## src/rtl/core/ipav_pkg.sv

```systemverilog
package ipav_pkg;

  // Value layout
  localparam int unsigned HeaderBytes = 4;
  localparam logic [31:0] HEADER_LAST = 32'(HeaderBytes - 1);
  localparam logic [31:0] HEADER_LEN  = 32'(HeaderBytes);
  localparam logic [31:0] BYTES_MAX   = 32'hFFFF_FFFF;
  localparam logic [16:0] TALLY_MAX   = 17'h1_0000;
  localparam logic [7:0]  NUL_BYTE    = 8'h00;

  // Stream widths
  localparam int unsigned DataBytes   = 1;
  localparam int unsigned ResultBits  = 52;
  localparam int unsigned OutBytes    = (ResultBits + 7) / 8;
  localparam int unsigned OutPadBits  = OutBytes * 8 - ResultBits;

  // Parse position within the value
  typedef enum logic [2:0] {
    PH_HEADER    = 3'd0,
    PH_NAME_LEN  = 3'd1,
    PH_NAME_BODY = 3'd2,
    PH_VER_LEN   = 3'd3,
    PH_VER_BODY  = 3'd4
  } phase_e;

  // Result status codes
  typedef enum logic [2:0] {
    ST_OK       = 3'd0,
    ST_SHORT    = 3'd1,
    ST_NAME_CUT = 3'd2,
    ST_NAME_NUL = 3'd3,
    ST_VER_CUT  = 3'd4,
    ST_VER_NUL  = 3'd5,
    ST_MISMATCH = 3'd6
  } status_e;

  // One result word, status in the lowest bits
  typedef struct packed {
    logic [16:0] packages_seen;
    logic [31:0] error_offset;
    status_e     status;
  } result_t;

endpackage

```

## src/rtl/core/installed_packages_attr_validator_unit.sv

```systemverilog
// A last byte passes from the byte register to the result buffer, which presents its result word.
// One byte per cycle unless a last byte meets a full buffer; parse state updates in one pass.
// A two-entry result buffer lets input flow continue while a result waits for tready.
// Reset (rst_ni low, asynchronous): parse state returns to the header phase, all counters,
// the latched error and both buffers are emptied. No clearing pass is needed.
module installed_packages_attr_validator_unit (
  input  logic        clk_i,
  input  logic        rst_ni,
  input  logic        s_axis_tvalid_i,
  output logic        s_axis_tready_o,
  input  logic [7:0]  s_axis_tdata_i,   // [7:0] data_byte
  input  logic        s_axis_tlast_i,   // end_of_value
  output logic        m_axis_tvalid_o,
  input  logic        m_axis_tready_i,
  output logic [55:0] m_axis_tdata_o    // [2:0] status, [34:3] error_offset,
                                        // [51:35] packages_seen, [55:52] zero
);

  // Input register
  logic                in_vld_q;
  logic [7:0]          in_byte_q;
  logic                in_last_q;

  // Parse state
  ipav_pkg::phase_e    phase_q, phase_d;
  logic [31:0]         bytes_q, bytes_d;
  logic [15:0]         count_q, count_d;
  logic [7:0]          rem_q, rem_d;
  logic [31:0]         fstart_q, fstart_d;
  logic                nul_q, nul_d;
  logic [31:0]         nulpos_q, nulpos_d;
  logic [16:0]         tally_q, tally_d;
  logic                err_q, err_d;
  ipav_pkg::status_e   code_q, code_d;
  logic [31:0]         eoff_q, eoff_d;

  // Result buffer
  logic [1:0]          cnt_q, cnt_d;
  ipav_pkg::result_t   head_q, tail_q;
  ipav_pkg::result_t   res;

  logic                adv;
  logic                push;
  logic                pop;
  logic                s_fire;
  logic [31:0]         pos;
  logic [16:0]         tally_inc;

  // Advance the byte register unless its result has no room
  assign adv    = in_vld_q && (!in_last_q || (cnt_q != 2'd2));
  assign push   = adv && in_last_q;
  assign pop    = m_axis_tvalid_o && m_axis_tready_i;
  assign s_axis_tready_o = !in_vld_q || adv;
  assign s_fire = s_axis_tvalid_i && s_axis_tready_o;

  assign pos       = bytes_q;
  assign tally_inc = (tally_q < ipav_pkg::TALLY_MAX) ? tally_q + 17'd1 : tally_q;

  // Capture the incoming word
  always_ff @(posedge clk_i or negedge rst_ni) begin
    if (!rst_ni) begin
      in_vld_q <= 1'b0;
    end else if (s_axis_tready_o) begin
      in_vld_q <= s_axis_tvalid_i;
    end
  end

  always_ff @(posedge clk_i) begin
    if (s_fire) begin
      in_byte_q <= s_axis_tdata_i;
      in_last_q <= s_axis_tlast_i;
    end
  end

  // Parse one byte and build the result
  always_comb begin
    phase_d  = phase_q;
    bytes_d  = bytes_q;
    count_d  = count_q;
    rem_d    = rem_q;
    fstart_d = fstart_q;
    nul_d    = nul_q;
    nulpos_d = nulpos_q;
    tally_d  = tally_q;
    err_d    = err_q;
    code_d   = code_q;
    eoff_d   = eoff_q;
    res      = '0;

    if (!err_q) begin
      case (phase_q)
        ipav_pkg::PH_HEADER: begin
          count_d = {count_q[7:0], in_byte_q};
          if (pos >= ipav_pkg::HEADER_LAST) begin
            phase_d = ipav_pkg::PH_NAME_LEN;
          end
        end
        ipav_pkg::PH_NAME_LEN, ipav_pkg::PH_VER_LEN: begin
          fstart_d = pos;
          rem_d    = in_byte_q;
          nul_d    = 1'b0;
          nulpos_d = '0;
          if (phase_q == ipav_pkg::PH_NAME_LEN) begin
            phase_d = (in_byte_q == 8'd0) ? ipav_pkg::PH_VER_LEN : ipav_pkg::PH_NAME_BODY;
          end else if (in_byte_q == 8'd0) begin
            // empty version closes the entry
            tally_d = tally_inc;
            phase_d = ipav_pkg::PH_NAME_LEN;
          end else begin
            phase_d = ipav_pkg::PH_VER_BODY;
          end
        end
        ipav_pkg::PH_NAME_BODY, ipav_pkg::PH_VER_BODY: begin
          if (in_byte_q == ipav_pkg::NUL_BYTE && !nul_q) begin
            nul_d    = 1'b1;
            nulpos_d = pos;
          end
          rem_d = rem_q - 8'd1;
          // close the field on its last byte
          if (rem_d == 8'd0) begin
            if (nul_d) begin
              err_d  = 1'b1;
              eoff_d = nulpos_d;
              code_d = (phase_q == ipav_pkg::PH_NAME_BODY) ? ipav_pkg::ST_NAME_NUL
                                                           : ipav_pkg::ST_VER_NUL;
            end else if (phase_q == ipav_pkg::PH_NAME_BODY) begin
              phase_d = ipav_pkg::PH_VER_LEN;
            end else begin
              tally_d = tally_inc;
              phase_d = ipav_pkg::PH_NAME_LEN;
            end
          end
        end
        default: begin
          phase_d = ipav_pkg::PH_HEADER;
        end
      endcase
    end

    if (bytes_q != ipav_pkg::BYTES_MAX) begin
      bytes_d = bytes_q + 32'd1;
    end

    // Select the status for the final byte
    res.packages_seen = tally_d;
    if (bytes_d < ipav_pkg::HEADER_LEN || phase_d == ipav_pkg::PH_HEADER) begin
      res.status        = ipav_pkg::ST_SHORT;
      res.error_offset  = '0;
      res.packages_seen = '0;
    end else if (err_d) begin
      res.status       = code_d;
      res.error_offset = eoff_d;
    end else if (phase_d == ipav_pkg::PH_NAME_LEN) begin
      res.status       = (tally_d == {1'b0, count_d}) ? ipav_pkg::ST_OK
                                                      : ipav_pkg::ST_MISMATCH;
      res.error_offset = bytes_d;
    end else if (phase_d == ipav_pkg::PH_NAME_BODY) begin
      res.status       = ipav_pkg::ST_NAME_CUT;
      res.error_offset = fstart_d;
    end else if (phase_d == ipav_pkg::PH_VER_LEN) begin
      res.status       = ipav_pkg::ST_VER_CUT;
      res.error_offset = bytes_d;
    end else begin
      res.status       = ipav_pkg::ST_VER_CUT;
      res.error_offset = fstart_d;
    end

    // Drop all state after the final byte
    if (in_last_q) begin
      phase_d  = ipav_pkg::PH_HEADER;
      bytes_d  = '0;
      count_d  = '0;
      rem_d    = '0;
      fstart_d = '0;
      nul_d    = 1'b0;
      nulpos_d = '0;
      tally_d  = '0;
      err_d    = 1'b0;
      code_d   = ipav_pkg::ST_OK;
      eoff_d   = '0;
    end
  end

  // Hold the parse state
  always_ff @(posedge clk_i or negedge rst_ni) begin
    if (!rst_ni) begin
      phase_q  <= ipav_pkg::PH_HEADER;
      bytes_q  <= '0;
      count_q  <= '0;
      rem_q    <= '0;
      fstart_q <= '0;
      nul_q    <= 1'b0;
      nulpos_q <= '0;
      tally_q  <= '0;
      err_q    <= 1'b0;
      code_q   <= ipav_pkg::ST_OK;
      eoff_q   <= '0;
    end else if (adv) begin
      phase_q  <= phase_d;
      bytes_q  <= bytes_d;
      count_q  <= count_d;
      rem_q    <= rem_d;
      fstart_q <= fstart_d;
      nul_q    <= nul_d;
      nulpos_q <= nulpos_d;
      tally_q  <= tally_d;
      err_q    <= err_d;
      code_q   <= code_d;
      eoff_q   <= eoff_d;
    end
  end

  // Track result buffer fill
  always_comb begin
    cnt_d = cnt_q;
    case ({push, pop})
      2'b10:   cnt_d = cnt_q + 2'd1;
      2'b01:   cnt_d = cnt_q - 2'd1;
      default: cnt_d = cnt_q;
    endcase
  end

  always_ff @(posedge clk_i or negedge rst_ni) begin
    if (!rst_ni) begin
      cnt_q <= '0;
    end else begin
      cnt_q <= cnt_d;
    end
  end

  // Load head and tail words
  always_ff @(posedge clk_i) begin
    if (cnt_q == 2'd0 || (cnt_q == 2'd1 && pop)) begin
      if (push) begin
        head_q <= res;
      end
    end else if (cnt_q == 2'd1) begin
      if (push) begin
        tail_q <= res;
      end
    end else if (pop) begin
      head_q <= tail_q;
    end
  end

  assign m_axis_tvalid_o = (cnt_q != 2'd0);
  assign m_axis_tdata_o  = {{ipav_pkg::OutPadBits{1'b0}}, head_q};

  // Checks
  a_cnt_range: assert property (@(posedge clk_i) disable iff (!rst_ni)
    cnt_q != 2'd3) else $error("result buffer overfilled");

  a_end_clears: assert property (@(posedge clk_i) disable iff (!rst_ni)
    push |=> (phase_q == ipav_pkg::PH_HEADER && bytes_q == 32'd0 && !err_q))
    else $error("state not cleared after final byte");

  a_err_phase: assert property (@(posedge clk_i) disable iff (!rst_ni)
    err_q |-> (phase_q == ipav_pkg::PH_NAME_BODY || phase_q == ipav_pkg::PH_VER_BODY))
    else $error("error latched outside a field body");

  a_tally_sat: assert property (@(posedge clk_i) disable iff (!rst_ni)
    tally_q <= ipav_pkg::TALLY_MAX) else $error("package tally beyond saturation");

endmodule
```

## config.mk

```make
export PLATFORM = sky130hd
export DESIGN_NAME = installed_packages_attr_validator_unit
export DESIGN_NICKNAME = d
export VERILOG_FILES = /design/src/rtl/core/ipav_pkg.sv /design/src/rtl/core/installed_packages_attr_validator_unit.sv
export SDC_FILE = /design/constraint.sdc
export NUM_CORES = 1
export LEC_CHECK = 0
export BUFFER_PORTS_ARGS = -buffer_cell sky130_fd_sc_hd__buf_2
export CORE_MARGIN = 3
export CORE_UTILIZATION = 55
export CTS_BUF_LIST = sky130_fd_sc_hd__clkbuf_4 sky130_fd_sc_hd__clkbuf_8
export DETAILED_ROUTE_END_ITERATION = 12
export PLACE_DENSITY = 0.74
export RECOVER_POWER = 50
export REMOVE_ABC_BUFFERS = 1
export SLEW_MARGIN = 30
export SYNTH_ARGS = -nofsm -noshare
export SYNTH_HDL_FRONTEND = slang
export SYNTH_SLANG_ARGS = --single-unit
```

## constraint.sdc

```tcl
create_clock -name clk_i -period 9.7 [get_ports clk_i]
set_input_delay 0.97 -clock clk_i [delete_from_list [all_inputs] [get_ports clk_i]]
set_output_delay 0.97 -clock clk_i [all_outputs]
set_load 0.02 [all_outputs]
```

==> impl_metrics.tcl, run 1 <==
set metrics [dict create \
    ctsRootBufferMaster "clkbuf_8" \
    drtIter0Drc 1876 \
    nets 1715 \
    cp-start-kind "input port" \
    dieArea_um2 31200 \
    synth.most_common_cell "nand2_1" \
    fin_total_pwr_mw 4.58 \
    grt_max_degree 80 \
    num_rows 61 \
    nFillCells 2421 \
    netlist_instances 1702 \
    routedWlPerCell_um 23.4 \
    pwr-share-comb_pct 37.5 \
    holdBufCountCts 0 \
    core_um2 28200 \
    drc_errors 0 \
    power.internal_mw 2.69 \
    cts_buffers 49 \
    clk_latency_ns 0.59 \
    drv_slew 215 \
    critPathTopFamily "buffers and inverters" \
    synthTopCellsByCount "nand2_1 (229), dfrtp_1 (180), o21ai_0 (157), nor2_1 (125), clkbuf_1 (116)" \
    clk_pin_slew_ns 0.06 \
    rsz0062_at_grt "false" \
    fin_crit_sh_pct 62.3 \
    seq_power_share_pct 36.2 \
    path_cells "clkbuf_1, clkbuf_1" \
    max_freq_mhz 166 \
    synth_edf_count 113 \
    finalHoldViolCount 0 \
    ir_drop_mv 0.292 \
    worst_pin_slew_ns 4.01 \
    synth-async-reset-ratio_pct 61.4 \
    grt_pass1_wl_um 77200 \
    antenna_found_initial 0 \
    cp_num_buf_inv 2 \
    avgSynthCellArea_um2 9.40 \
    drive_gt1_share_pct 9.57 \
    crit_top_cell "clkbuf_1" \
    first_global_vias 13100 \
    fin_crit_ns 6.04 \
    post_cts_buffers 0 \
    leakage_nw 6.49 \
    status "finished, violations left" \
    cts_tree "built" \
    synthFlopType "dfrtp_1" \
    min_path_type "reg -> reg" \
    dr_total_vias 13900 \
    initial_core_util_pct 56.7 \
    finalSetupViolations 0 \
    power_frac_clock_pct 26.3 \
    slowest_stage "clkbuf_1" \
    skew_ns 0.0404 \
    cts_sinks 293 \
    syn_area_um2 16000 \
    dpl.hpwl_um 32100 \
    area_growth_pct 9.01 \
    switchingPower_mw 1.89 \
    cp-end-kind "asynchronous set/reset pin" \
    fin_hold_ws_ns 0.483 \
    grt_use_total_pct 31.5 \
    ant_nets 0 \
    worst-r2r-setup-slack_ns 4.84 \
    ys_warn_count 0 \
    dieHeight_um 177 \
    grt.overflow.total 0 \
    cts_resized 0 \
    place_area_um2 16400 \
    ios 71 \
    ys_types 87 \
    slew_headroom_pct -168 \
    yosysTopAreaCellShare_pct 28.1 \
    portBuffers 66 \
    die_w_um 177 \
    required_ns 9.16 \
    seq_area_um2 7900 \
    synth_area_leaders "dfrtp_1 (28%), edfxtp_1 (21%), nand2_1 (5.4%), o21ai_0 (4.9%), a22o_1 (4.0%)" \
    tns_ns 0 \
    cp_max_fo 72 \
    cts_htree_levels 2 \
    cpPeakStageDelay_ns 2.93 \
    crit_type "in -> async" \
    powerDensity_nw_per_um2 262 \
    drv_cap 4 \
    yosys.area.top_type "dfrtp_1" \
    critPathArrivalTime_ns 5.49 \
    diodes 0 \
    ys_seq_area_share_pct 49.3 \
    final_area_um2 17400 \
    wl_um 49500 \
    multi_input_area_um2 7470 \
    violations "max-capacitance violations, max-slew violations" \
    place_congestion 1.03 \
    clockBufferDepth 3 \
    swShare_pct 41.3 \
    viasPerCell 6.60 \
    first_pass_iters 6 \
    synth.ff_latch_count 293 \
]
-- cell families (layout without fill, tap and decap cells) --
kind of cell,count (synthesis),count (layout),share of synthesized area (%)
buffers and inverters,177,207,4.56
flip-flops,293,293,49.3
other,1,4,0.0234
adder cells (fa/ha/maj),8,8,0.625
XOR/XNOR,31,31,1.70
AO/OA/AOI/OAI,549,549,22.4
AND/OR/NAND/NOR,583,583,17.6
multiplexers,60,60,3.82
-- cell type report --
class,count,area share (%)
clock buffer,71,4.96
multi-input combinational,1235,42.8
sequential,293,45.3
clock inverter,21,1.20
inverter,25,0.538
timing repair buffer,90,2.50
tap,378,2.71
-- state kept, by name, indices dropped and copies added (netlist names), 2 cells and up --
signal,cells
eoff_q,32
in_byte_q,8
rem_q,8
nulpos_q,32
fstart_q,32
tail_q,52
code_q,3
cnt_q,2
tally_q,17
bytes_q,32
m_axis_tdata_o,52
phase_q,3
count_q,16
-- worst reg2reg max path, cell delays in order (launching register included) --
cell and delay (ns):
dfrtp_1 0.52, ha_1 0.37, nand2_1 0.24, nor4_1 0.33, and4_1 0.65, nor3_1 0.25, mux2_2 0.32, o21ai_0 0.24
and4bb_1 0.25, a41o_2 0.20, buf_4 0.70, nor2b_1 0.22, mux2_2 0.31
-- metrics by stage --
| step | setup slack [ns] | utilization (%) | std cells |
|---|---|---|---|
| 6_report | 3.66 | 61.8 | 2113 |
| 5_1_grt | 2.72 | 61.8 | 2113 |
| 4_1_cts | 5.00 | 62.0 | 2113 |
| 3_5_place_dp | 5.00 | 58.2 | 2021 |
| 3_3_place_gp | 5.09 | 58.2 | 2021 |
| 2_1_floorplan | 1.79 | - | 1553 |
-- placed cells by master (no fill, tap or decap), drive strengths merged, types with 6 or more instances in the layout --
cell type | synthesis | routed
buf | 35 | 34
and2 | 18 | 18
o22ai | 19 | 19
o31ai | 41 | 41
nand3 | 37 | 37
a31oi | 15 | 15
and3 | 16 | 16
xnor2 | 23 | 23
inv | 24 | 24
mux2i | 51 | 51
or3 | 11 | 11
o211ai | 9 | 9
xor2 | 8 | 8
a211o | 6 | 6
dfrtp | 180 | 180
a22o | 74 | 74
a211oi | 16 | 16
and4 | 6 | 6
edfxtp | 113 | 113
nand2b | 14 | 14
ha | 8 | 8
nand2 | 229 | 229
a21oi | 101 | 101
a22oi | 35 | 35
nor3 | 40 | 40
o21ai | 180 | 180
o221ai | 6 | 6
nor4 | 25 | 25
clkinv | 1 | 17
nand4 | 28 | 28
nor2 | 125 | 125
mux2 | 9 | 9
or2 | 6 | 6
clkbuf | 117 | 127
nor2b | 7 | 7
-- worst paths after layout --
path / end / depth (start not counted) / from
hold reg to reg: eoff_q[23] / 2 / eoff_q[23]
setup / recovery: err_q / 2 / rst_ni
hold / removal: eoff_q[23] / 2 / eoff_q[23]
max in group clk_i: m_axis_tdata_o[42] / 12 / bytes_q[0]
setup reg to reg: m_axis_tdata_o[42] / 12 / bytes_q[0]
min in group asynchronous: tally_q[6] / 1 / rst_ni
-- power groups by stage --
stage          logic (mW)  clock network [mW]  registers [mW]
6_report             1.72                1.20            1.66
5_1_grt              1.86                1.27            1.68
4_1_cts              1.72                1.21            1.64
3_5_place_dp         1.71                   0            1.67
3_3_place_gp         1.69                   0            1.66
2_1_floorplan       0.969                   0            1.78
-- per-layer routing --
| layer | part of all wire [%] | vias up | GRT usage (%) | routed length, µm |
|---|---|---|---|---|
| met4 | 2.5 | 0 | 8.71 | 1230 |
| met1 | 45 | 6786 | 49.1 | 22500 |
| met5 | 0 | - | 0 | 0 |
| met2 | 42 | 765 | 44.7 | 20700 |
| li1 | - | 6286 | - | - |
| met3 | 10 | 109 | 6.11 | 5050 |
(Power assumes the default switching activity.)
==> run 2: changes to the inputs <==
--- a/config.mk
+++ b/config.mk
@@ -5,6 +5,7 @@
 export SDC_FILE = /design/constraint.sdc
 export NUM_CORES = 1
 export LEC_CHECK = 0
+export ABC_AREA = 1
 export BUFFER_PORTS_ARGS = -buffer_cell sky130_fd_sc_hd__buf_2
 export CORE_MARGIN = 3
 export CORE_UTILIZATION = 55
==> constraint.sdc (replaced) <==
create_clock -name clk_i -period 5.8 [get_ports clk_i]
set_input_delay 0.58 -clock clk_i [delete_from_list [all_inputs] [get_ports clk_i]]
set_output_delay 0.58 -clock clk_i [all_outputs]
set_load 0.02 [all_outputs]
==> impl_metrics.tcl, run 2 <==
set metrics [dict create \
    status "finished, violations left" \
    violations "max-capacitance violations, max-slew violations" \
    min_from "s_axis_tdata_i[2]" \
    swShare_pct 42.5 \
    drv_slew 253 \
    cp_max_fo 27 \
    place_area_um2 16700 \
    nets 2040 \
    cts_resized 0 \
    seq_area_um2 7900 \
    antenna_found_initial 0 \
    ios 71 \
    worst-r2r-setup-slack_ns 1.25 \
    drv_cap 5 \
    syn_area_um2 16100 \
    cp.depth 20 \
    cpPeakStageDelay_ns 0.91 \
    clockBufferDepth 3 \
    power_frac_clock_pct 24.2 \
    crit_type "reg -> reg" \
    synthFlopType "dfrtp_1" \
    grt_pass1_wl_um 69300 \
    ant_nets 0 \
    cts_sinks 293 \
    skew_ns 0.0314 \
    multi_input_area_um2 6660 \
    path_cells "ha_1, nand2_1, nor2_1, nand2_2, clkinv_2, nand3_1, clkinv_1, nand4_1, o21ai_1, inv_1, nand2_1, nor2_1, nand2_1, nor2_1, nand2_4, nand2_8, inv_8, o21ai_1, nand2_1, nand2_1" \
    ys_types 53 \
    crit_top_cell "nand2_1" \
    netlist_instances 1971 \
    place_ws_ns 2.11 \
    min_path_type "in -> reg" \
    dieHeight_um 177 \
    synth_edf_count 113 \
    drc_errors 0 \
    finalSetupViolations 0 \
    dpl.hpwl_um 26900 \
    leakage_nw 7.51 \
    max_freq_mhz 220 \
    first_pass_iters 5 \
    initial_core_util_pct 56.0 \
    final_util_pct 61.1 \
    finalHoldViolCount 0 \
    required_ns 6.14 \
    seq_power_share_pct 35.8 \
    worst_pin_slew_ns 3.75 \
    synth.most_common_cell "nand2_1" \
    holdBufCountCts 1 \
    core_um2 28800 \
    viasPerCell 5.59 \
    grt.overflow.total 0 \
    cp_num_buf_inv 4 \
    cp-start-kind "register" \
    powerDensity_nw_per_um2 453 \
    avgSynthCellArea_um2 8.17 \
    fin_hold_ws_ns 0.175 \
    cts_tree "built" \
    finalWorstSetupSlack_ns 1.25 \
    ff2ff_path_depth 20 \
    ys_warn_count 0 \
    layout_common_cells "nand2_1 (559), inv_1 (236), o21ai_0 (198)" \
    critPathTopFamily "simple AND/OR/NAND/NOR gates" \
    ir_drop_mv 0.641 \
    post_cts_buffers 0 \
    pwr-share-comb_pct 40.0 \
    synthTopCellsByCount "nand2_1 (559), inv_1 (237), o21ai_0 (198), dfrtp_1 (180), edfxtp_1 (113)" \
    dr_total_vias 13700 \
    fin_crit_ns 4.55 \
    routedWlPerCell_um 17.3 \
    tns_ns 0 \
    rr_endpoint "m_axis_tdata_o[0]" \
    diodes 0 \
    yosysTopAreaCellShare_pct 28.0 \
    slew_headroom_pct -150 \
    synth_area_leaders "dfrtp_1 (28%), edfxtp_1 (21%), nand2_1 (13%), o21ai_0 (6.2%), inv_1 (5.5%)" \
    num_rows 62 \
    crit_end "m_axis_tdata_o[0]" \
    area_growth_pct 9.10 \
    grt_use_total_pct 27.3 \
    dp.cells 2348 \
    drtIter0Drc 1384 \
    fin_total_pwr_mw 7.96 \
    drive_gt1_share_pct 12.4 \
    cts_buffers 51 \
    power.internal_mw 4.58 \
    nFillCells 2574 \
    critPathLaunch "bytes_q[0]" \
    synth-async-reset-ratio_pct 61.4 \
    yosys.area.top_type "dfrtp_1" \
    fin_crit_sh_pct 78.5 \
    fin_cells 2444 \
    place_congestion 0.957 \
    critPathArrivalTime_ns 4.89 \
    cts_htree_levels 2 \
    mostFrequentLayoutCell "nand2_1" \
    first_global_vias 13200 \
    cp-end-kind "register" \
    ctsRootBufferMaster "clkbuf_8" \
    switchingPower_mw 3.38 \
    rsz0062_at_grt "false" \
    dieArea_um2 31400 \
    wl_um 42200 \
    synth.ff_latch_count 293 \
    grt_max_degree 79 \
    crit-reg2reg-launch "bytes_q[0]" \
    die_w_um 177 \
    clk_pin_slew_ns 0.06 \
    final_area_um2 17600 \
    portBuffers 66 \
    slowest_stage "nand4_1" \
    ys_seq_area_share_pct 49.0 \
    clk_latency_ns 0.60 \
]
## run 2: cell count changes after synthesis, sizes merged, moves of 55 or more
cell   before  now
nand2     229  569
inv        24  282
o22ai      19  110
a21oi     101   13
a22o       74    0
o21ai     180  241
nand3      37   92
## run 2: final cells by class
| cell class | count | area share (%) |
|---|---|---|
| sequential | 293 | 44.9 |
| multi-input combinational | 1300 | 37.9 |
| inverter | 286 | 6.16 |
| clock buffer | 70 | 4.91 |
| tap | 384 | 2.73 |
| timing repair buffer | 87 | 2.46 |
| clock inverter | 24 | 0.932 |
## run 2: worst min-delay path by stage
stage	cells past startpoint	slack [ns]	end
6_report	1	0.18	in_byte_q[2]
4_1_cts	1	0.14	in_last_q
5_1_grt	1	0.14	in_byte_q[6]
3_5_place_dp	2	0.47	eoff_q[21]
3_3_place_gp	2	0.46	eoff_q[17]
2_1_floorplan	0	0.28	bytes_q[0]
## run 2: cell families after synthesis
logic type,after synthesis,share of synthesized area (%)
and+or+nand+nor,853,24.4
AOI/OAI and AO/OA,401,14.4
buffers and inverters,381,9.63
DFF,293,49.0
xor gates and xnor gates,34,1.89
adders and majority gates,8,0.621
other,1,0.0233
## run 2: worst reg2reg max path: cells and delay by family (launching register included)
kind | cells | cell delay, ns
compound gates | 2 | 0.76
flops | 1 | 0.43
simple gates | 13 | 2.19
fa+ha+maj | 1 | 0.22
buf+inv | 4 | 0.72
## run 2: per-layer routing
metal	part of all wire (%)	track usage [%]
met1	47	41.0
met2	44	41.1
met3	7.4	4.95
met4	1.7	7.07
met5	0	0
## run 2: power by group through the flow
stage | sequential (mW) | combinational, mW | clock (mW)
2_1_floorplan | 3.09 | 2.01 | 0
3_5_place_dp | 2.88 | 3.20 | 0
5_1_grt | 2.90 | 3.55 | 2.05
6_report | 2.85 | 3.18 | 1.93
4_1_cts | 2.85 | 3.21 | 1.96
3_3_place_gp | 2.87 | 3.13 | 0
==> run 3: changes to the inputs <==
--- a/config.mk
+++ b/config.mk
@@ -11,7 +11,7 @@
 export CORE_UTILIZATION = 55
 export CTS_BUF_LIST = sky130_fd_sc_hd__clkbuf_4 sky130_fd_sc_hd__clkbuf_8
 export DETAILED_ROUTE_END_ITERATION = 12
-export PLACE_DENSITY = 0.74
+export PLACE_DENSITY = 0.77
 export RECOVER_POWER = 50
 export REMOVE_ABC_BUFFERS = 1
 export SLEW_MARGIN = 30
==> constraint.sdc (replaced) <==
create_clock -name clk_i -period 3.8 [get_ports clk_i]
set_input_delay 0.38 -clock clk_i [delete_from_list [all_inputs] [get_ports clk_i]]
set_output_delay 0.38 -clock clk_i [all_outputs]
set_load 0.02 [all_outputs]
==> impl_metrics.tcl, run 3 (synthesis gave the netlist of run 2 again) <==
set metrics [dict create \
    ios 71 \
    grt_pass1_wl_um 68900 \
    nFillCells 2528 \
    drc_errors 0 \
    post_cts_buffers 0 \
    mostFrequentLayoutCell "nand2_1" \
    place_area_um2 16800 \
    ir_drop_mv 0.963 \
    leakage_nw 7.65 \
    powerDensity_nw_per_um2 692 \
    grt_use_total_pct 27.5 \
    skew_ns 0.0306 \
    portBuffers 66 \
    slew_headroom_pct -113 \
    cp-end-kind "register" \
    grt_max_degree 70 \
    core_um2 28800 \
    die_w_um 177 \
    status "finished, violations left" \
    layout_common_cells "nand2_1 (559), inv_1 (237), o21ai_0 (198)" \
    final_area_um2 17800 \
    violations "max-capacitance violations, max-slew violations" \
    antenna_found_initial 0 \
    grtUsageMet2_pct 41.3 \
    rsz0062_at_grt "false" \
    area_growth_pct 10.6 \
    power.internal_mw 7.06 \
    cts_htree_levels 2 \
    drv_slew 101 \
    worst_pin_slew_ns 3.20 \
    clk_pin_slew_ns 0.06 \
    cp-start-kind "register" \
    grt.met1_usage_pct 41.5 \
    wl_um 43000 \
    place_congestion 0.967 \
    nets 2067 \
    use_met3_pct 4.53 \
    crit_type "reg -> reg" \
    initial_core_util_pct 56.0 \
    grt.overflow.total 0 \
    fin_crit_ns 3.49 \
    first_pass_iters 5 \
    switchingPower_mw 5.28 \
    clk_latency_ns 0.58 \
    drv_cap 2 \
    clockBufferDepth 3 \
    critPathArrivalTime_ns 3.80 \
    dieHeight_um 177 \
    diodes 0 \
    dpl.hpwl_um 28600 \
    required_ns 4.12 \
    viasPerCell 5.60 \
    cts_buffers 50 \
    routedWlPerCell_um 17.4 \
    finalHoldViolCount 0 \
    busiest_layer "met1" \
    pwr-share-comb_pct 40.9 \
    tns_ns 0 \
    drtIter0Drc 1468 \
    finalSetupViolations 0 \
    dr_total_vias 13800 \
    ctsRootBufferMaster "clkbuf_8" \
    cts_sinks 293 \
    drive_gt1_share_pct 13.0 \
    num_rows 62 \
    power_frac_clock_pct 23.8 \
    final_util_pct 61.9 \
    fin_crit_sh_pct 91.8 \
    max_freq_mhz 287 \
    first_global_vias 13000 \
    swShare_pct 42.8 \
    min_path_type "in -> reg" \
    cts_tree "built" \
    fin_hold_ws_ns 0.349 \
    cp_max_fo 26 \
    seq_power_share_pct 35.3 \
    dieArea_um2 31400 \
    ant_nets 0 \
]
==> run 3: changes by cell type in the layout (fill, tap and decap cells not counted), moves of 2 or more <==
cell / delta
clkbuf_4: -4
nor2_2: -2
buf_4: +16
clkbuf_2: +2
dlygate4sd3_1: +10
clkinv_1: +2
==> run 3: per-layer routing <==
layer,vias up,share of wire [%]
met3,75,7.6
met2,552,44
met1,6552,46
li1,6660,-
met5,-,0
met4,0,2.0
==> run 3: cell type report <==
cell class              instances  area [µm²]  area share (%)
multi-input cells            1300        6690            37.5
flip-flops and latches        293        7900            44.3
repair buffers                115         651            3.65
well taps                     384         480            2.70
clock inverters                28         204            1.14
inverters                     286        1080            6.07
clock buffers                  65         820            4.60
==> run 3: per-stage QoR <==
stage               worst slack, ns  power, mW  std cells
finish                        0.313       12.3       2471
global route                 0.0223       13.1       2471
CTS                           0.175       12.5       2471
detailed placement            0.203       9.49       2367
global placement              0.269       9.35       2366
floorplan                     -5.98       7.79       1879
==> run 3: final timing paths <==
check / start / to / slack (ns) / depth (start not counted)
setup / recovery: bytes_q[0] / m_axis_tdata_o[40] / 0.31 / 18
hold / removal: m_axis_tready_i / cnt_q[0] / 0.35 / 5
setup reg to reg: bytes_q[0] / m_axis_tdata_o[40] / 0.31 / 18
hold reg to reg: eoff_q[9] / eoff_q[9] / 0.48 / 2
max in group asynchronous: rst_ni / fstart_q[3] / 0.54 / 3
min in group asynchronous: rst_ni / eoff_q[25] / 1.43 / 2
==> run 3: repair_timing <==
item                                    in CTS  in global routing
endpoints found under the setup margin       0                 22
hold buffers                                11                  0
endpoints found under the hold margin       60                  0
resized for setup                            0                  1
==> run 3: power groups by stage <==
stage / logic [mW] / registers (mW) / clock network, mW
after global placement: 4.98 / 4.38 / 0
after global routing: 5.54 / 4.41 / 3.12
after CTS: 5.14 / 4.34 / 2.98
after floorplan: 3.07 / 4.72 / 0
final: 5.05 / 4.35 / 2.94
after detailed placement: 5.11 / 4.39 / 0
==> run 3: worst max-delay path: stages, from the launching register on <==
cell	delay [ns]
dfrtp_1	0.42
ha_1	0.24
nand2_1	0.12
nor2_4	0.06
nand2_2	0.09
clkinv_2	0.09
nand3_2	0.08
inv_2	0.06
nand4_4	0.27
o21ai_0	0.27
nor4_2	0.38
nand2_1	0.12
nor2_1	0.21
nand2_4	0.09
nand2_8	0.14
buf_4	0.32
nor2_1	0.11
nand2_1	0.08
nand2_1	0.05
